==> config.mk <==
export PLATFORM = sky130hd
export DESIGN_NAME = nearest_neighbor_downscale_rgb565_unit
export DESIGN_NICKNAME = d
export VERILOG_FILES = /design/src/nnds_pkg.sv /design/src/nearest_neighbor_downscale_rgb565_unit.sv
export SDC_FILE = /design/constraint.sdc
export NUM_CORES = 1
export LEC_CHECK = 0
export BUFFER_PORTS_ARGS = -buffer_cell sky130_fd_sc_hd__buf_2
export CORE_AREA = 4 4 154 216
export DETAILED_ROUTE_END_ITERATION = 8
export DIE_AREA = 0 0 158 220
export GPL_TIMING_DRIVEN = 0
export PLACE_DENSITY = 0.82
export REMOVE_ABC_BUFFERS = 1
export SYNTH_ARGS = -nofsm -noshare
export SYNTH_HDL_FRONTEND = slang
export SYNTH_SLANG_ARGS = --single-unit
==> constraint.sdc <==
create_clock -name i_clk -period 25.3 [get_ports i_clk]
set_input_delay 5.06 -clock i_clk [delete_from_list [all_inputs] [get_ports i_clk]]
set_output_delay 5.06 -clock i_clk [all_outputs]
set_load 0.02 [all_outputs]
==> src/nnds_pkg.sv <==
// ----------------------------------------------------------------------------
// nnds_pkg: shared definitions for the nearest-neighbor downscaler
// Field widths, register indexes, reset values and color masks used by the
// RGB565 to RGB888 downscaling unit.
// ----------------------------------------------------------------------------
package nnds_pkg;

    // Fixed field widths.
    localparam int CFG_W   = 13;
    localparam int PIX_W   = 16;
    localparam int COLOR_W = 8;
    localparam int POS_W   = 12;
    localparam int IDX_W   = 2;

    // Configuration register indexes.
    typedef enum logic [IDX_W-1:0] {
        CFG_SOURCE_WIDTH  = 2'd0,
        CFG_SOURCE_HEIGHT = 2'd1,
        CFG_DEST_WIDTH    = 2'd2,
        CFG_DEST_HEIGHT   = 2'd3
    } t_cfg_idx;

    // Register values after reset.
    localparam logic [CFG_W-1:0] RST_SOURCE_WIDTH  = 13'd1920;
    localparam logic [CFG_W-1:0] RST_SOURCE_HEIGHT = 13'd1080;
    localparam logic [CFG_W-1:0] RST_DEST_WIDTH    = 13'd224;
    localparam logic [CFG_W-1:0] RST_DEST_HEIGHT   = 13'd224;

    // RGB565 to RGB888 masking, no bit replication.
    localparam logic [COLOR_W-1:0] RED_MASK    = 8'hF8;
    localparam logic [COLOR_W-1:0] GREEN_MASK  = 8'hFC;
    localparam logic [COLOR_W-1:0] BLUE_MASK   = 8'hF8;
    localparam int                 RED_SHIFT   = 8;
    localparam int                 GREEN_SHIFT = 3;
    localparam int                 BLUE_SHIFT  = 3;

endpackage

==> src/nearest_neighbor_downscale_rgb565_unit.sv <==
// ----------------------------------------------------------------------------
// nearest_neighbor_downscale_rgb565_unit: streaming nearest-neighbor scaler
// Keeps the source pixels that land on output grid points and emits them as
// RGB888, tracking the sample positions with running products.
// ----------------------------------------------------------------------------
//
//  Channel   Direction  Handshake                 Payload
//  -------   ---------  ------------------------  ----------------------------
//  input     in         i_in_valid / o_in_stall   i_pixel, i_frame_start
//  output    out        o_out_valid / i_out_stall o_red, o_green, o_blue,
//                                                 o_out_col, o_out_row,
//                                                 o_frame_last
//  config    in         i_cfg_we                  i_cfg_index, i_cfg_data
//
// One source pixel per clock is taken while o_in_stall is low. A pixel passes
// an input register and the counter update into the output register, where a
// kept pixel is offered. The counter and running-product update bounds the
// rate. Reset clears the counters and loads the default sizes. A stalled
// output holds its result; the input register stalls only when it is full and
// the output register cannot be refilled.
module nearest_neighbor_downscale_rgb565_unit #(
    parameter int MAX_DIM = 4096
) (
    input  logic                            i_clk,
    input  logic                            i_rst_n,
    // Configuration write port
    input  logic                            i_cfg_we,
    input  logic [nnds_pkg::IDX_W-1:0]      i_cfg_index,
    input  logic [nnds_pkg::CFG_W-1:0]      i_cfg_data,
    // Source pixel stream
    input  logic                            i_in_valid,
    output logic                            o_in_stall,
    input  logic [nnds_pkg::PIX_W-1:0]      i_pixel,
    input  logic                            i_frame_start,
    // Output pixel stream
    output logic                            o_out_valid,
    input  logic                            i_out_stall,
    output logic [nnds_pkg::COLOR_W-1:0]    o_red,
    output logic [nnds_pkg::COLOR_W-1:0]    o_green,
    output logic [nnds_pkg::COLOR_W-1:0]    o_blue,
    output logic [nnds_pkg::POS_W-1:0]      o_out_col,
    output logic [nnds_pkg::POS_W-1:0]      o_out_row,
    output logic                            o_frame_last
);

    // Largest usable dimension: bounded by the parameter and the register.
    localparam int CFG_MAX = (1 << nnds_pkg::CFG_W) - 1;
    localparam int DIM_MAX = (MAX_DIM < CFG_MAX) ? MAX_DIM : CFG_MAX;
    localparam int CW      = $clog2(DIM_MAX + 1);
    localparam int PW      = $clog2(DIM_MAX * DIM_MAX + 1);
    localparam logic [nnds_pkg::CFG_W-1:0] DIM_LIM = nnds_pkg::CFG_W'(DIM_MAX);

    // Configuration registers
    logic [nnds_pkg::CFG_W-1:0] r_source_width, r_source_height;
    logic [nnds_pkg::CFG_W-1:0] r_dest_width, r_dest_height;

    // Input register
    logic                       r_in_valid, n_in_valid;
    logic [nnds_pkg::PIX_W-1:0] r_pixel;
    logic                       r_frame_start;

    // Position counters and running products
    logic [CW-1:0] r_src_col, r_src_row, r_dst_col, r_dst_row;
    logic [PW-1:0] r_col_sprod, r_col_dprod, r_row_sprod, r_row_dprod;
    logic [CW-1:0] n_src_col, n_src_row, n_dst_col, n_dst_row;
    logic [PW-1:0] n_col_sprod, n_col_dprod, n_row_sprod, n_row_dprod;

    // Output register
    logic                         r_out_valid, n_out_valid;
    logic [nnds_pkg::COLOR_W-1:0] r_red, r_green, r_blue;
    logic [nnds_pkg::POS_W-1:0]   r_out_col, r_out_row;
    logic                         r_frame_last;

    // Handshake and datapath signals
    logic                       in_accept, out_free, fire, keep;
    logic [nnds_pkg::CFG_W-1:0] sw_c, sh_c, dw_c, dh_c;
    logic [CW-1:0]              sw, sh, dw, dh;
    logic [CW-1:0]              src_col, src_row, dst_col, dst_row;
    logic [PW-1:0]              col_sprod, col_dprod, row_sprod, row_dprod;
    logic [PW:0]                col_limit, row_limit;
    logic                       col_hit, row_hit;
    logic [CW:0]                src_col_inc, src_row_inc;

    // Clamp sizes: sources to 1..DIM_MAX, destinations to 1..source size.
    always_comb begin
        sw_c = (r_source_width == '0) ? nnds_pkg::CFG_W'(1) :
               (r_source_width > DIM_LIM) ? DIM_LIM : r_source_width;
        sh_c = (r_source_height == '0) ? nnds_pkg::CFG_W'(1) :
               (r_source_height > DIM_LIM) ? DIM_LIM : r_source_height;
        dw_c = (r_dest_width == '0) ? nnds_pkg::CFG_W'(1) :
               (r_dest_width > sw_c) ? sw_c : r_dest_width;
        dh_c = (r_dest_height == '0) ? nnds_pkg::CFG_W'(1) :
               (r_dest_height > sh_c) ? sh_c : r_dest_height;
        sw = sw_c[CW-1:0];
        sh = sh_c[CW-1:0];
        dw = dw_c[CW-1:0];
        dh = dh_c[CW-1:0];
    end

    // Stage handshake: the input register drains when the output can load.
    assign out_free   = !r_out_valid || !i_out_stall;
    assign fire       = r_in_valid && out_free;
    assign o_in_stall = r_in_valid && !out_free;
    assign in_accept  = i_in_valid && !o_in_stall;

    always_comb begin
        n_in_valid = r_in_valid;
        if (in_accept) begin
            n_in_valid = 1'b1;
        end else if (fire) begin
            n_in_valid = 1'b0;
        end
    end

    // Sample decision and counter update for the pixel in the input register.
    always_comb begin
        // A frame start realigns everything before the pixel is judged.
        src_col   = r_frame_start ? '0 : r_src_col;
        src_row   = r_frame_start ? '0 : r_src_row;
        dst_col   = r_frame_start ? '0 : r_dst_col;
        dst_row   = r_frame_start ? '0 : r_dst_row;
        col_sprod = r_frame_start ? '0 : r_col_sprod;
        col_dprod = r_frame_start ? '0 : r_col_dprod;
        row_sprod = r_frame_start ? '0 : r_row_sprod;
        row_dprod = r_frame_start ? '0 : r_row_dprod;

        col_limit = {1'b0, col_sprod} + (PW+1)'(dw);
        row_limit = {1'b0, row_sprod} + (PW+1)'(dh);
        col_hit   = (dst_col < dw) && (col_sprod <= col_dprod) &&
                    ({1'b0, col_dprod} < col_limit);
        row_hit   = (dst_row < dh) && (row_sprod <= row_dprod) &&
                    ({1'b0, row_dprod} < row_limit);
        keep      = col_hit && row_hit;

        // Column advance.
        n_dst_col   = col_hit ? dst_col + CW'(1) : dst_col;
        n_col_dprod = col_hit ? col_dprod + PW'(sw) : col_dprod;
        src_col_inc = {1'b0, src_col} + (CW+1)'(1);
        n_src_col   = src_col_inc[CW-1:0];
        n_col_sprod = col_sprod + PW'(dw);
        n_src_row   = src_row;
        n_dst_row   = dst_row;
        n_row_sprod = row_sprod;
        n_row_dprod = row_dprod;
        src_row_inc = {1'b0, src_row} + (CW+1)'(1);

        // End of row, and end of frame behind it.
        if (src_col_inc >= (CW+1)'(sw)) begin
            n_src_col   = '0;
            n_dst_col   = '0;
            n_col_sprod = '0;
            n_col_dprod = '0;
            n_dst_row   = row_hit ? dst_row + CW'(1) : dst_row;
            n_row_dprod = row_hit ? row_dprod + PW'(sh) : row_dprod;
            n_src_row   = src_row_inc[CW-1:0];
            n_row_sprod = row_sprod + PW'(dh);
            if (src_row_inc >= (CW+1)'(sh)) begin
                n_src_row   = '0;
                n_dst_row   = '0;
                n_row_sprod = '0;
                n_row_dprod = '0;
            end
        end
    end

    // Output valid: set by a kept pixel, cleared when the result is taken.
    always_comb begin
        n_out_valid = r_out_valid && i_out_stall;
        if (fire) begin
            n_out_valid = keep;
        end
    end

    // Control state, counters and configuration registers.
    always_ff @(posedge i_clk) begin
        if (!i_rst_n) begin
            r_in_valid      <= 1'b0;
            r_out_valid     <= 1'b0;
            r_src_col       <= '0;
            r_src_row       <= '0;
            r_dst_col       <= '0;
            r_dst_row       <= '0;
            r_col_sprod     <= '0;
            r_col_dprod     <= '0;
            r_row_sprod     <= '0;
            r_row_dprod     <= '0;
            r_source_width  <= nnds_pkg::RST_SOURCE_WIDTH;
            r_source_height <= nnds_pkg::RST_SOURCE_HEIGHT;
            r_dest_width    <= nnds_pkg::RST_DEST_WIDTH;
            r_dest_height   <= nnds_pkg::RST_DEST_HEIGHT;
        end else begin
            r_in_valid  <= n_in_valid;
            r_out_valid <= n_out_valid;
            if (fire) begin
                r_src_col   <= n_src_col;
                r_src_row   <= n_src_row;
                r_dst_col   <= n_dst_col;
                r_dst_row   <= n_dst_row;
                r_col_sprod <= n_col_sprod;
                r_col_dprod <= n_col_dprod;
                r_row_sprod <= n_row_sprod;
                r_row_dprod <= n_row_dprod;
            end
            if (i_cfg_we) begin
                unique case (nnds_pkg::t_cfg_idx'(i_cfg_index))
                    nnds_pkg::CFG_SOURCE_WIDTH:  r_source_width  <= i_cfg_data;
                    nnds_pkg::CFG_SOURCE_HEIGHT: r_source_height <= i_cfg_data;
                    nnds_pkg::CFG_DEST_WIDTH:    r_dest_width    <= i_cfg_data;
                    nnds_pkg::CFG_DEST_HEIGHT:   r_dest_height   <= i_cfg_data;
                    default:                     r_source_width  <= r_source_width;
                endcase
            end
        end
    end

    // Input payload register.
    always_ff @(posedge i_clk) begin
        if (in_accept) begin
            r_pixel       <= i_pixel;
            r_frame_start <= i_frame_start;
        end
    end

    // Output payload register: masked RGB888 and output position.
    always_ff @(posedge i_clk) begin
        if (fire && keep) begin
            r_red        <= nnds_pkg::COLOR_W'(r_pixel >> nnds_pkg::RED_SHIFT)
                            & nnds_pkg::RED_MASK;
            r_green      <= nnds_pkg::COLOR_W'(r_pixel >> nnds_pkg::GREEN_SHIFT)
                            & nnds_pkg::GREEN_MASK;
            r_blue       <= nnds_pkg::COLOR_W'(r_pixel << nnds_pkg::BLUE_SHIFT)
                            & nnds_pkg::BLUE_MASK;
            r_out_col    <= nnds_pkg::POS_W'(dst_col);
            r_out_row    <= nnds_pkg::POS_W'(dst_row);
            r_frame_last <= (dst_col == dw - CW'(1)) && (dst_row == dh - CW'(1));
        end
    end

    assign o_out_valid  = r_out_valid;
    assign o_red        = r_red;
    assign o_green      = r_green;
    assign o_blue       = r_blue;
    assign o_out_col    = r_out_col;
    assign o_out_row    = r_out_row;
    assign o_frame_last = r_frame_last;

endmodule
**After elaboration in Yosys (flattened, before gate mapping)**

Cells that the tools add are included.
W data, S select, Z words.

- Word-level logic and storage cells: 112
- Output and inout port bits: 51
- Register bits after elaboration: 264

- Reductions and logical operators: 26
- $add $sub $neg: 12
- Equal/unequal tests: 5
- $lt $le $gt $ge: 12
- Mux-type cells: 35

Operator list:

| kind | number |
|---|---|
| $mux W25 | 12 |
| $mux W13 | 20 |
| $add A25 B13 Y25 | 4 |
| $add A25 B13 Y26 | 2 |
| $logic_not A13 Y1 | 4 |
| $lt A25 B26 Y1 | 2 |
| $le A25 B25 Y1 | 2 |
| $add A13 B1 Y14 const B | 2 |
| $ge A14 B13 Y1 | 2 |
| $add A13 B1 Y13 const B | 2 |
| $eq A13 B13 Y1 | 2 |
| $gt A13 B13 Y1 | 2 |
| $gt A13 B13 Y1 const B | 2 |
| $lt A13 B13 Y1 | 2 |
| $sub A13 B1 Y13 const B | 2 |
| $logic_and A1 B1 Y1 | 11 |
| $reduce_and A2 Y1 | 4 |
| $eq A2 B2 Y1 const B | 2 |
| $logic_not A1 Y1 | 4 |
| $mux W1 | 3 |
| $eq A2 B1 Y1 const B | 1 |
| $logic_not A2 Y1 | 1 |
| $reduce_bool A2 Y1 | 1 |
| $logic_or A1 B1 Y1 | 1 |

**Depth between registers and ports, before layout**

Gate-level depths: netlist of run 1.

- Word-level depth: 12
- Gate-level depth with buffers: 40
- Gate-level depth less buffers: 35

**Worst setup path before layout of run 1**

No wires, ideal clock.

- Path kind: input -> output
- Start: input port i_out_stall
- End: output port o_in_stall
- Data required time: 20.240 ns
- Path slack: 14.900 ns
- Arrival: 5.340 ns
- Stages on the path: 1
- Cell sequence: and3_1

- Cells in the longest elaborated chain, start to end: 4

RTL lines:

| what | RTL line | text |
|---|---|---|
| start: declaration | nearest_neighbor_downscale_rgb565_unit.sv:37 | `input logic i_out_stall,` |
| $logic_not A1 Y1 | nearest_neighbor_downscale_rgb565_unit.sv:101 | `assign out_free = !r_out_valid \|\| !i_out_stall;` |
| $logic_or A1 B1 Y1 | nearest_neighbor_downscale_rgb565_unit.sv:101 |  |
| $logic_not A1 Y1 | nearest_neighbor_downscale_rgb565_unit.sv:103 | `assign o_in_stall = r_in_valid && !out_free;` |
| $logic_and A1 B1 Y1 | nearest_neighbor_downscale_rgb565_unit.sv:103 |  |
| end: declaration | nearest_neighbor_downscale_rgb565_unit.sv:32 | `output logic o_in_stall,` |

Every way passes these cells.

**Final worst setup path of run 1**

Same ends and word-level chain as after synthesis.

==> impl_results.md, run 1 <==
* Result of the run: finished clean
* Main area contributors after synthesis: sky130_fd_sc_hd__dfxtp_1 21%, sky130_fd_sc_hd__ha_1 15%, sky130_fd_sc_hd__edfxtp_1 8.8%
* Die area at ~35000 um2
* Cell at the root of the clock tree: sky130_fd_sc_hd__clkbuf_16
* Fraction of the yosys area taken by sequential cells at 29.59%
* Port bufs at 79
* Number of core rows at 77
* Routability congestion estimate at 0.9532
* Standard cell area after detailed placement at just over 20000 um2
* CTS tree: done
* Post-route clock skew at about 18 ps
* Source-to-sink clock delay at the later pin of the worst-skew pair at 580 ps
* Setup repair bufs after CTS at 0
* Global routing usage on met1 at 34.77%
* Chip Width at about 160 um
* Remaining design rule violation count at 0
* Tcrit/Tclk final at 42.03%
* Leakage power of the design at 0.009470 uW
* Clock sinks at around 260
* Total gr overflow at 0
* Post-CTS Hold Buffers at 0
* Proportion of synthesized flip-flops having asynchronous set or reset at 0%
* Critical-path cell list: buf_2, and3_1, buf_2
* Detailed-placement wirelength estimate at approximately 43000 um
* Unrepaired setup endpoints after global routing: no
* Routed Antenna Nets at 0
* Initial antenna violation count at 0
* P&R area growth vs syn at 9.044%
* M2 GR Usage at roughly three fifths
* Hold Violations, Final at 0
* Wirelength per Cell at roughly 20 um
* Final Instance Area at 21620 um2
* Total of warnings raised by yosys at 0
* Drt initial violations at about 1600
* Slew at the pin with the worst max-slew slack at between 1000 and 1500 ps
* Iteration count of the initial detailed-routing pass at 6
* Number of instances in the synthesized netlist at approximately 2500
* Depth of the CTS H-tree at 1
* Minimum setup slack after placement at 14690 ps
* Worst-path cell with the longest stage delay: sky130_fd_sc_hd__and3_1
* Average size of a mapped cell at 8.059 um2
* Peak-usage layer in the global routing report: met2
* Inserted Clock Buffers at 27
* Largest driver fanout on the critical path at 3
* Detailed-route wire length at between 50000 and 60000 um
* IR Drop Worst-Case VDD at 0.05067 mV
* Synth Register Bits at 264
* Biggest cell delay along the critical path at about 220 ps
* Leading register cell type out of synthesis: sky130_fd_sc_hd__dfxtp_1
* DR vias/cell at ~6.4
* Clock-pin slew reported for the worst setup and hold paths after clock tree synthesis at roughly 60 ps
* Vias in the first global route at around 18000
* Global-route wire length before repair at roughly 91000 um
* Yosys top cell by area: sky130_fd_sc_hd__dfxtp_1
* Ratio of cells with drive above 1 in the final layout at about 7.5%
* # Max-Cap Violations at 0
* Global routing usage summed across all routing layers at 32.20%
* Endpoint kind of the worst setup timing path: output port
* Global-route met3 utilization at 3.458%
* Final Max Slew Viols at 0
* Worst rel slew slack at between 3 and 4%
* Buffer depth of the longest clock path at 3
* Power density normalized to cell area at 51.68 nW/um2
* Effective utilization at floorplan at between 60% and 70%
* Setup violators final at 0
* IO Count at 88
* Ant. Diodes at 0
* Setup total negative slack at 0 ps
* Via count at between 15000 and 20000
* Die height at roughly 220 um
* Final min period at 10630 ps
* Core Box Area at about 31000 um2
* Count of cells resized by post-cts repair at 0
* Share of the synthesized area in the top cell type at 20.80%
* Post-synth design cell area at just under 20000 um2
* Fmax at about 94 MHz
* Data required time at the worst endpoint at 20240 ps
* Largest net degree at the start of global routing at 80
* Number of distinct standard cells referenced by the synthesized netlist at a little under 90
* Kind of launch point of the worst setup path: input pin
* Post-layout worst setup margin at between 10000 and 15000 ps
* Classification of the worst-slack hold path: reg -> reg
* Cell mode on critical path: sky130_fd_sc_hd__buf_2
* Crit path kind: in -> out
* Worst EP arrival at around 5600 ps
* Count of flip-flops with a built-in enable after synthesis at 58
* Fin nets at about 2800
* Fill cells at 2486
* Worst hold margin at 422.2 ps
[power breakdown]
group / leakage [uW] / switching, uW / internal, uW
combinational: 0.00680 / 142 / 74.2
sequential: 0.00221 / 10.3 / 450
clock: 0.000458 / 187 / 254
total: 0.00947 / 339 / 778
[through the flow]
step	instances	power (uW)	util [%]
6_report	2900	1117	69.04
5_1_grt	2900	1157	69.04
4_1_cts	2899	1116	69.02
3_5_place_dp	2849	679.2	65.94
3_3_place_gp	2832	662.9	64.78
2_1_floorplan	2358	602.5	-
[final cells by class]
cell class                 instances  area (um2)  area share, %
tap                              395       494.2          2.286
clock inverter                    18       259.0          1.198
clock buffer                      32       704.4          3.258
inverter                         167       626.9          2.900
timing repair buffer              97       738.2          3.415
sequential                       264        5866          27.13
multi-input combinational       1927       12930          59.81
[synth_stat cells, drive strengths merged, types with 7 or more instances]
| master | instances |
|---|---|
| a21o | 47 |
| and3 | 21 |
| o211ai | 16 |
| or3 | 7 |
| edfxtp | 58 |
| a31oi | 16 |
| o21a | 20 |
| nor3 | 51 |
| clkbuf | 78 |
| a22oi | 15 |
| o2111ai | 10 |
| xnor2 | 75 |
| o31ai | 20 |
| o21bai | 9 |
| nor2b | 122 |
| and4 | 7 |
| nand4 | 43 |
| mux2i | 24 |
| nand2b | 18 |
| nor2 | 137 |
| buf | 31 |
| o21ai | 147 |
| a21oi | 122 |
| xor2 | 48 |
| dfxtp | 206 |
| a211oi | 15 |
| nand2 | 356 |
| inv | 167 |
| nor3b | 7 |
| and2 | 40 |
| a21boi | 58 |
| nand3b | 7 |
| a22o | 14 |
| nand3 | 96 |
| o32ai | 9 |
| nor4 | 16 |
| a211o | 7 |
| ha | 234 |
[cell usage in the layout, fill, tap and decap left out, drive strengths merged, types with 15 or more instances in the layout]
cell    instances
xor2           48
o21a           20
nor2          137
a21boi         58
and3           21
nand2         356
a211oi         15
xnor2          75
nand3          96
mux2i          24
nand2b         18
clkbuf         33
edfxtp         58
inv           169
o21ai         147
dfxtp         206
and2           40
o211ai         16
a21oi         122
a31oi          16
a22oi          15
ha            234
nor4           16
buf            96
nor2b         122
o31ai          20
a21o           47
nor3           51
nand4          43
[layer usage]
layer  part of all wire, %  vias up
li1                      -     8766
met1                    36     8674
met2                    51      734
met3                   5.1      254
met4                   7.2        0
met5                     0        -
[critical path, delay by kind of cell]
kind / cells / cell delay, ps
buffers and inverters: 2 / 300
AND/OR/NAND/NOR: 1 / 220
[sequential cells by signal (all words and copies together), names as in the netlist]
signal	cells
o_blue	5
o_frame_last	1
o_green	6
o_out_col	12
o_out_row	12
o_out_valid	1
o_red	5
r_col_dprod	25
r_col_sprod	25
r_dest_height	13
r_dest_width	13
r_dst_col	13
r_dst_row	13
r_frame_start	1
r_in_valid	1
r_pixel	16
r_row_dprod	25
r_row_sprod	25
r_source_height	13
r_source_width	13
r_src_col	13
r_src_row	13
[worst paths after layout]
check                       from          to  slack (ps)  cells past startpoint
min                   r_pixel[5]  o_green[2]         420                      0
min reg2reg           r_pixel[5]  o_green[2]         420                      0
max reg2reg  r_source_height[12]   o_blue[7]       15600                     29
max                  i_out_stall  o_in_stall       14670                      3
[cell families after synthesis]
kind of cell | after synthesis | synth area share (%)
adders and majority gates | 238 | 15.17
xor gates and xnor gates | 123 | 5.434
muxes | 26 | 1.344
DFF | 264 | 29.59
and+or+nand+nor | 952 | 23.45
buffers and inverters | 276 | 5.472
other | 1 | 0.01892
AOI/OAI and AO/OA | 580 | 19.53
No activity file was read; power rests on OpenSTA's default activity.
==> inputs of run 2 (changes only) <==
--- a/config.mk
+++ b/config.mk
@@ -5,12 +5,13 @@
 export SDC_FILE = /design/constraint.sdc
 export NUM_CORES = 1
 export LEC_CHECK = 0
+export ABC_AREA = 1
 export BUFFER_PORTS_ARGS = -buffer_cell sky130_fd_sc_hd__buf_2
-export CORE_AREA = 4 4 154 216
+export CORE_AREA = 4 4 161 225
 export DETAILED_ROUTE_END_ITERATION = 8
-export DIE_AREA = 0 0 158 220
+export DIE_AREA = 0 0 165 229
 export GPL_TIMING_DRIVEN = 0
-export PLACE_DENSITY = 0.82
+export PLACE_DENSITY = 0.81
 export REMOVE_ABC_BUFFERS = 1
 export SYNTH_ARGS = -nofsm -noshare
 export SYNTH_HDL_FRONTEND = slang
==> constraint.sdc (replaced) <==
create_clock -name i_clk -period 10.9 [get_ports i_clk]
set_input_delay 2.18 -clock i_clk [delete_from_list [all_inputs] [get_ports i_clk]]
set_output_delay 2.18 -clock i_clk [all_outputs]
set_load 0.02 [all_outputs]
==> impl_results.md, run 2 <==
* Number of distinct standard cells referenced by the synthesized netlist at 60 (-33%)
* Classification of the worst-slack hold path: reg -> reg
* Share of the synthesized area in the top cell type at 19.09% (-1.7 points)
* Hold Violations, Final at 0 (unchanged)
* Failing checks: design-rule violations
* Routed Antenna Nets at 0 (unchanged)
* Global routing usage summed across all routing layers at 32.99% (+0.78 points)
* Sequential cell area at 5866 um2 (unchanged)
* Synth Register Bits at 264 (unchanged)
* Count of flip-flops with a built-in enable after synthesis at 58 (unchanged)
* CTS tree: done
* Fmax at between 100 and 150 MHz
* R2R Path End: o_out_col[10]
* Yosys top cell by area: sky130_fd_sc_hd__dfxtp_1
* Total design power at 4045 uW (+260%)
* Area of combinational cells with multiple inputs at 13430 um2 (+3.9%)
* Source-to-sink clock delay at the later pin of the worst-skew pair at 580 ps (about the same)
* Worst-path cell with the longest stage delay: sky130_fd_sc_hd__nand3_2
* Largest driver fanout on the critical path at 39 (+36)
* Main area contributors after synthesis: sky130_fd_sc_hd__dfxtp_1 19%, sky130_fd_sc_hd__ha_1 14%, sky130_fd_sc_hd__nand2_1 13%
* # Max-Cap Violations at 0 (unchanged)
* Beginning of the worst register-to-register path: r_source_width[4]
* Slew at the pin with the worst max-slew slack at 1385 ps (-69.74 ps)
* Buffer depth of the longest clock path at 3 (unchanged)
* Drt initial violations at 1843 (+17%)
* Core Box Area at 34130 um2 (+9.0%)
* Share of power burned in registers at 29.0% (-12 points)
* Worst reg-to-reg path cell count at 42 (+45%)
* Kind of launch point of the worst setup path: flop
* Post-CTS Hold Buffers at 0 (unchanged)
* Leakage power of the design at 0.01104 uW (+17%)
* Vias in the first global route at 21430 (+16%)
* Logic gate share of total power at 44.9% (+26 points)
* Tcrit/Tclk final at approximately 86%
* Result of the run: finished, violations left
* Switching power total at 1714 uW (+410%)
* Fill cells at 2965 (+19%)
* Start point of the critical path: r_source_width[4]
* Fin nets at 3453 (+25%)
* Wirelength per Cell at 17.48 um (-11%)
* Largest net degree at the start of global routing at 104 (+30%)
* Worst hold margin at 426.6 ps (+4.456 ps)
* Highest-count cells in the layout ignoring fill and taps: 752 x sky130_fd_sc_hd__nand2_1, 441 x sky130_fd_sc_hd__inv_1, 304 x sky130_fd_sc_hd__a21oi_1, 246 x sky130_fd_sc_hd__nor2_1, 234 x sky130_fd_sc_hd__ha_1
* Total gr overflow at 0 (unchanged)
* Routability congestion estimate at 0.9542 (+0.10%)
* Die height at 229 um (+4.1%)
* Inserted Clock Buffers at 28 (+3.7%)
* Proportion of synthesized flip-flops having asynchronous set or reset at 0% (unchanged)
* IR Drop Worst-Case VDD at 0.1764 mV (+250%)
* Crit path kind: reg -> reg
* Power density normalized to cell area at 173.0 nW/um2 (+230%)
* Average size of a mapped cell at 6.805 um2 (-16%)
* Port bufs at 79 (unchanged)
* Via count at 21550 (+17%)
* Final non-filler cell total at 3652 (+26%)
* Cell mode on critical path: sky130_fd_sc_hd__nand2_1
* Most frequent standard cell in the layout excluding fill and tap cells: sky130_fd_sc_hd__nand2_1
* Data required time at the worst endpoint at 11150 ps (-9090 ps)
* Switching share of power at 42.37% (+12 points)
* Setup repair bufs after CTS at 0 (unchanged)
* Clock-pin slew reported for the worst setup and hold paths after clock tree synthesis at 70 ps (about the same)
* Global-route wire length before repair at 102400 um (+13%)
* Final Instance Area at 23380 um2 (+8.2%)
* Worst rel slew slack at 7.575% (+4.5 points)
* Destination of the worst hold path: o_green[3]
* Clock sinks at 264 (unchanged)
* P&R area growth vs syn at 8.261%
* Worst EP arrival at 9620 ps (+4050 ps)
* Detailed-route wire length at 63820 um (+12%)
* Top cell types by occurrence after synthesis: 755 x sky130_fd_sc_hd__nand2_1, 442 x sky130_fd_sc_hd__inv_1, 304 x sky130_fd_sc_hd__a21oi_1, 248 x sky130_fd_sc_hd__nor2_1, 234 x sky130_fd_sc_hd__ha_1
* Iteration count of the initial detailed-routing pass at 9 (+3)
* Standard cell area after detailed placement at 22370 um2 (+8.4%)
* IO Count at 88 (unchanged)
* Die area at 37790 um2 (+8.7%)
* Final Max Slew Viols at 0 (unchanged)
* Chip Width at 165 um (+4.4%)
* Setup violators final at 0 (unchanged)
* Count of cells resized by post-cts repair at 0 (unchanged)
* Leading register cell type out of synthesis: sky130_fd_sc_hd__dfxtp_1
* Post-synth design cell area at 21600 um2 (+8.9%)
* Initial antenna violation count at 1 (+1)
* Biggest cell delay along the critical path at 1030 ps (+810 ps)
* Cell at the root of the clock tree: sky130_fd_sc_hd__clkbuf_16
* Endpoint kind of the worst setup timing path: flop
* Cells on Worst Hold Path at 0 (unchanged)
* Remaining design rule violation count at 1 (+1)
* Placed cell count at 3599 (+26%)
* Internal cell power at 2331 uW (+200%)
* Final min period at 9364 ps
* Number of instances in the synthesized netlist at 3174 (+29%)
* Fraction of the yosys area taken by sequential cells at 27.16% (-2.4 points)
* Register-to-register setup slack at 1540 ps (-14060 ps)
* Post-route clock skew at 25.41 ps (+7.579 ps)
* Unrepaired setup endpoints after global routing: no
* Clk pwr share at 26.2% (-13 points)
* Ratio of cells with drive above 1 in the final layout at 7.969% (+0.50 points)
* Total of warnings raised by yosys at 0 (unchanged)
* Depth of the CTS H-tree at 1 (unchanged)
* Start point of the worst hold path: r_pixel[6]
* Leading cell type by number of instances after synthesis: sky130_fd_sc_hd__nand2_1
* DR vias/cell at 5.900 (-7.1%)
* Detailed-placement wirelength estimate at 47100 um (+10%)
* Effective utilization at floorplan at 63.28% (about the same)
* Number of core rows at 80 (+3.9%)
## run 2: cell count changes after synthesis, moves of 36 or more
cell | before | now
sky130_fd_sc_hd__xor2_1 | 48 | 84
sky130_fd_sc_hd__and2_1 | 39 | 2
sky130_fd_sc_hd__a21boi_0 | 56 | 3
sky130_fd_sc_hd__a21o_1 | 47 | 5
sky130_fd_sc_hd__nor2_1 | 135 | 248
sky130_fd_sc_hd__xnor2_1 | 75 | 28
sky130_fd_sc_hd__nand4_1 | 43 | 107
sky130_fd_sc_hd__nand2_1 | 356 | 755
sky130_fd_sc_hd__inv_1 | 167 | 442
sky130_fd_sc_hd__a21oi_1 | 118 | 304
sky130_fd_sc_hd__nand3_1 | 96 | 221
sky130_fd_sc_hd__nor2b_1 | 120 | 0
## run 2: per-layer routing
layer,vias up,GRT usage (%),wire length [um],part of all wire (%)
li1,10470,-,-,-
met1,9932,34.92,23360,37
met2,837,59.41,31870,50
met3,310,3.921,3573,5.6
met4,0,23.20,5015,7.9
met5,-,0,0,0
## run 2: cells by family after synthesis
logic type	share of synthesized area [%]
and+or+nand+nor	30.68
xor gates and xnor gates	4.646
other	0.01736
adders and majority gates	13.93
AOI/OAI and AO/OA	12.52
buffers and inverters	11.05
DFF	27.16
## run 2: cell type report
cell class              count  area share (%)
diodes                      1         0.01070
flip-flops and latches    264           25.09
repair buffers             96           3.339
inverters                 460           7.417
multi-input cells        2328           57.43
clock inverters            19           1.140
clock buffers              33           3.168
well taps                 451           2.413
## run 2: worst max-delay path by stage
stage	end	slack [ps]
5_1_grt	o_out_col[9]	940
3_5_place_dp	o_out_row[6]	1920
2_1_floorplan	r_row_sprod[0]	960
4_1_cts	o_out_col[7]	1770
3_3_place_gp	r_src_row[4]	-6910
6_report	o_out_col[10]	1540
## run 2: metrics by stage
step	setup slack [ps]	TNS, ps	utilization, %
2_1_floorplan	964.6	0	-
3_3_place_gp	-6914	-824100	64.23
3_5_place_dp	1919	0	65.55
4_1_cts	1774	0	68.50
5_1_grt	938.1	0	68.50
6_report	1536	0	68.50
## run 2: critical path: cells and delay by family, from the launching register on
family	cells	cell delay (ps)
buffers and inverters	7	1160
adder cells (fa/ha/maj)	4	1260
AO/OA/AOI/OAI	7	1390
flip-flops	1	330
AND/OR/NAND/NOR	24	4860
## run 2: power by group through the flow
stage | Sequential [uW] | Clock (uW) | Combinational [uW]
floorplan | 1230 | 0 | 1190
global placement | 1190 | 0 | 1670
global route | 1180 | 1110 | 2000
CTS | 1170 | 1070 | 1780
finish | 1170 | 1060 | 1820
detailed placement | 1190 | 0 | 1760
==> inputs of run 3 (changes only) <==
--- a/config.mk
+++ b/config.mk
@@ -12,6 +12,7 @@
 export DIE_AREA = 0 0 165 229
 export GPL_TIMING_DRIVEN = 0
 export PLACE_DENSITY = 0.81
+export RECOVER_POWER = 100
 export REMOVE_ABC_BUFFERS = 1
 export SYNTH_ARGS = -nofsm -noshare
 export SYNTH_HDL_FRONTEND = slang
==> impl_results.md, run 3 (synthesis results as in run 2) <==
* Result of the run: finished, violations left
* Failing checks: max-capacitance violations, max-slew violations
* Global routing usage summed across all routing layers at 32.99% (unchanged)
* Setup repair bufs after CTS at 0 (unchanged)
* Internal cell power at 2315 uW (-0.68%)
* Slew at the pin with the worst max-slew slack at 2439 ps (+1054 ps)
* Routability congestion estimate at 0.9542 (unchanged)
* Buffer depth of the longest clock path at 3 (unchanged)
* Post-route clock skew at 26.86 ps (+1.447 ps)
* # Max-Cap Violations at 6 (+6)
* IR Drop Worst-Case VDD at 0.1725 mV (-2.2%)
* Detailed-route wire length at 63810 um (about the same)
* IO Count at 88 (unchanged)
* Power density normalized to cell area at 173.7 nW/um2 (+0.43%)
* Vias in the first global route at 21430 (unchanged)
* Post-CTS Hold Buffers at 0 (unchanged)
* Start point of the critical path: r_frame_start
* Source-to-sink clock delay at the later pin of the worst-skew pair at 580 ps (about the same)
* Final Max Slew Viols at 271 (+271)
* Worst hold margin at 427.9 ps (+1.298 ps)
* Kind of launch point of the worst setup path: flop
* Data required time at the worst endpoint at 11360 ps (+210 ps)
* Switching power total at 1707 uW (-0.40%)
* Worst reg-to-reg path cell count at 24 (-43%)
* Iteration count of the initial detailed-routing pass at 7 (-2)
* Die area at 37790 um2 (unchanged)
* Global-route wire length before repair at 102400 um (unchanged)
* Largest net degree at the start of global routing at 104 (unchanged)
* Detailed-placement wirelength estimate at 47100 um (unchanged)
* DR vias/cell at 5.895 (about the same)
* Total gr overflow at 0 (unchanged)
* Hold Violations, Final at 0 (unchanged)
* Beginning of the worst register-to-register path: r_frame_start
* Depth of the CTS H-tree at 1 (unchanged)
* Unrepaired setup endpoints after global routing: no
* Remaining design rule violation count at 0 (-1)
* R2R Path End: r_src_row[9]
* Via count at 21530 (-0.084%)
* Clk pwr share at 26.3% (about the same)
* Drt initial violations at 1844 (+0.054%)
* Endpoint kind of the worst setup timing path: flop
* Worst rel slew slack at -62.60% (-70 points)
* Inserted Clock Buffers at 28 (unchanged)
* Most frequent standard cell in the layout excluding fill and tap cells: sky130_fd_sc_hd__nand2_1
* Register-to-register setup slack at 1080 ps (-460 ps)
* Wirelength per Cell at 17.47 um (about the same)
* Share of power burned in registers at 29.2% (+0.2 points)
* Number of core rows at 80 (unchanged)
* Clock-pin slew reported for the worst setup and hold paths after clock tree synthesis at 70 ps (about the same)
* Ratio of cells with drive above 1 in the final layout at 6.188% (-1.8 points)
* Timing endpoint of the critical path: r_src_row[9]
* Switching share of power at 42.44% (+0.067 points)
* Clock sinks at 264 (unchanged)
* Tcrit/Tclk final at 90.12% (+4.2 points)
* Logic gate share of total power at 44.5% (-0.4 points)
* Cell at the root of the clock tree: sky130_fd_sc_hd__clkbuf_16
* Classification of the worst-slack hold path: reg -> reg
* Initial antenna violation count at 1 (unchanged)
* Setup violators final at 0 (unchanged)
* Leakage power of the design at 0.01084 uW (-1.8%)
* Count of cells resized by post-cts repair at 0 (unchanged)
* Worst EP arrival at 10280 ps (+660 ps)
* Final min period at 9823 ps (+458.6 ps)
* P&R area growth vs syn at 7.189%
* Chip Width at 165 um (unchanged)
* Total design power at 4022 uW (-0.56%)
* Fmax at 101.8 MHz (-4.7%)
* CTS tree: done
* Port bufs at 79 (unchanged)
* Routed Antenna Nets at 0 (unchanged)
* Effective utilization at floorplan at 63.28% (unchanged)
* Die height at 229 um (unchanged)
* Core Box Area at 34130 um2 (unchanged)
* Crit path kind: reg -> reg
* Largest driver fanout on the critical path at 58 (+49%)
* Fin nets at 3453 (unchanged)
* Highest-count cells in the layout ignoring fill and taps: 755 x sky130_fd_sc_hd__nand2_1, 441 x sky130_fd_sc_hd__inv_1, 305 x sky130_fd_sc_hd__a21oi_1, 248 x sky130_fd_sc_hd__nor2_1, 234 x sky130_fd_sc_hd__ha_1
-- run 3: cell count changes in the layout (fill, tap and decap cells not counted), sizes merged --
cell / delta
buf: -51
clkbuf: +51
clkinvlp: +2
inv: -2
-- run 3: per-stage QoR --
step / area, um2 / util, % / setup TNS [ps] / setup slack (ps) / cells
after global routing: 23150 / 67.83 / 0 / 520.6 / 3652
final: 23150 / 67.83 / 0 / 1077 / 3652
after detailed placement: 22370 / 65.55 / 0 / 1919 / 3599
after floorplan: 20970 / - / 0 / 964.6 / 3052
after CTS: 23380 / 68.50 / 0 / 1774 / 3651
after global placement: 21920 / 64.23 / -824100 / -6914 / 3582
-- run 3: worst max-delay path, cell delays in order (launching register included) --
cell	delay (ps)
sky130_fd_sc_hd__edfxtp_1	420
sky130_fd_sc_hd__clkbuf_1	860
sky130_fd_sc_hd__clkinvlp_2	1190
sky130_fd_sc_hd__buf_16	540
sky130_fd_sc_hd__nand2_1	150
sky130_fd_sc_hd__nor3_1	90
sky130_fd_sc_hd__nand3_1	130
sky130_fd_sc_hd__nor3_1	80
sky130_fd_sc_hd__nand2_1	170
sky130_fd_sc_hd__nor2_1	80
sky130_fd_sc_hd__xor2_1	140
sky130_fd_sc_hd__inv_1	70
sky130_fd_sc_hd__ha_1	310
sky130_fd_sc_hd__a21oi_1	150
sky130_fd_sc_hd__o21a_1	130
sky130_fd_sc_hd__a21oi_1	50
sky130_fd_sc_hd__o21ai_0	140
sky130_fd_sc_hd__nand2_1	840
sky130_fd_sc_hd__buf_12	510
sky130_fd_sc_hd__nor2_1	1490
sky130_fd_sc_hd__inv_2	610
sky130_fd_sc_hd__nand2_1	780
sky130_fd_sc_hd__buf_12	320
sky130_fd_sc_hd__o221ai_1	160
sky130_fd_sc_hd__a21oi_1	200
-- run 3: final cells by class --
class                      count  area (um2)
antenna                        1       2.502
clock buffer                  33       740.7
clock inverter                19       266.5
fill                        3019       10980
inverter                     460        1729
multi-input combinational   2328       13390
sequential                   264        5866
tap                          451       564.3
timing repair buffer          96       590.6
-- run 3: worst min-delay path by stage --
stage | from | endpoint | slack [ps] | cells past startpoint
floorplan | r_pixel[0] | o_blue[3] | 400 | 0
global placement | r_pixel[8] | o_green[5] | 400 | 0
detailed placement | r_pixel[14] | o_red[6] | 410 | 0
CTS | r_pixel[14] | o_red[6] | 430 | 0
global route | r_pixel[5] | o_green[2] | 430 | 0
finish | r_pixel[14] | o_red[6] | 430 | 0
-- run 3: metal layers --
metal	part of all wire [%]	GRT usage, %	wire length, um
met1	37	34.92	23380
met2	50	59.41	31880
met3	5.7	3.921	3668
met4	7.7	23.20	4885
met5	0	0	0
-- run 3: power groups by stage --
stage	sequential (uW)	combinational [uW]	clock (uW)
2_1_floorplan	1230	1190	0
3_3_place_gp	1190	1670	0
3_5_place_dp	1190	1760	0
4_1_cts	1170	1780	1070
5_1_grt	1180	1980	1110
6_report	1170	1790	1060
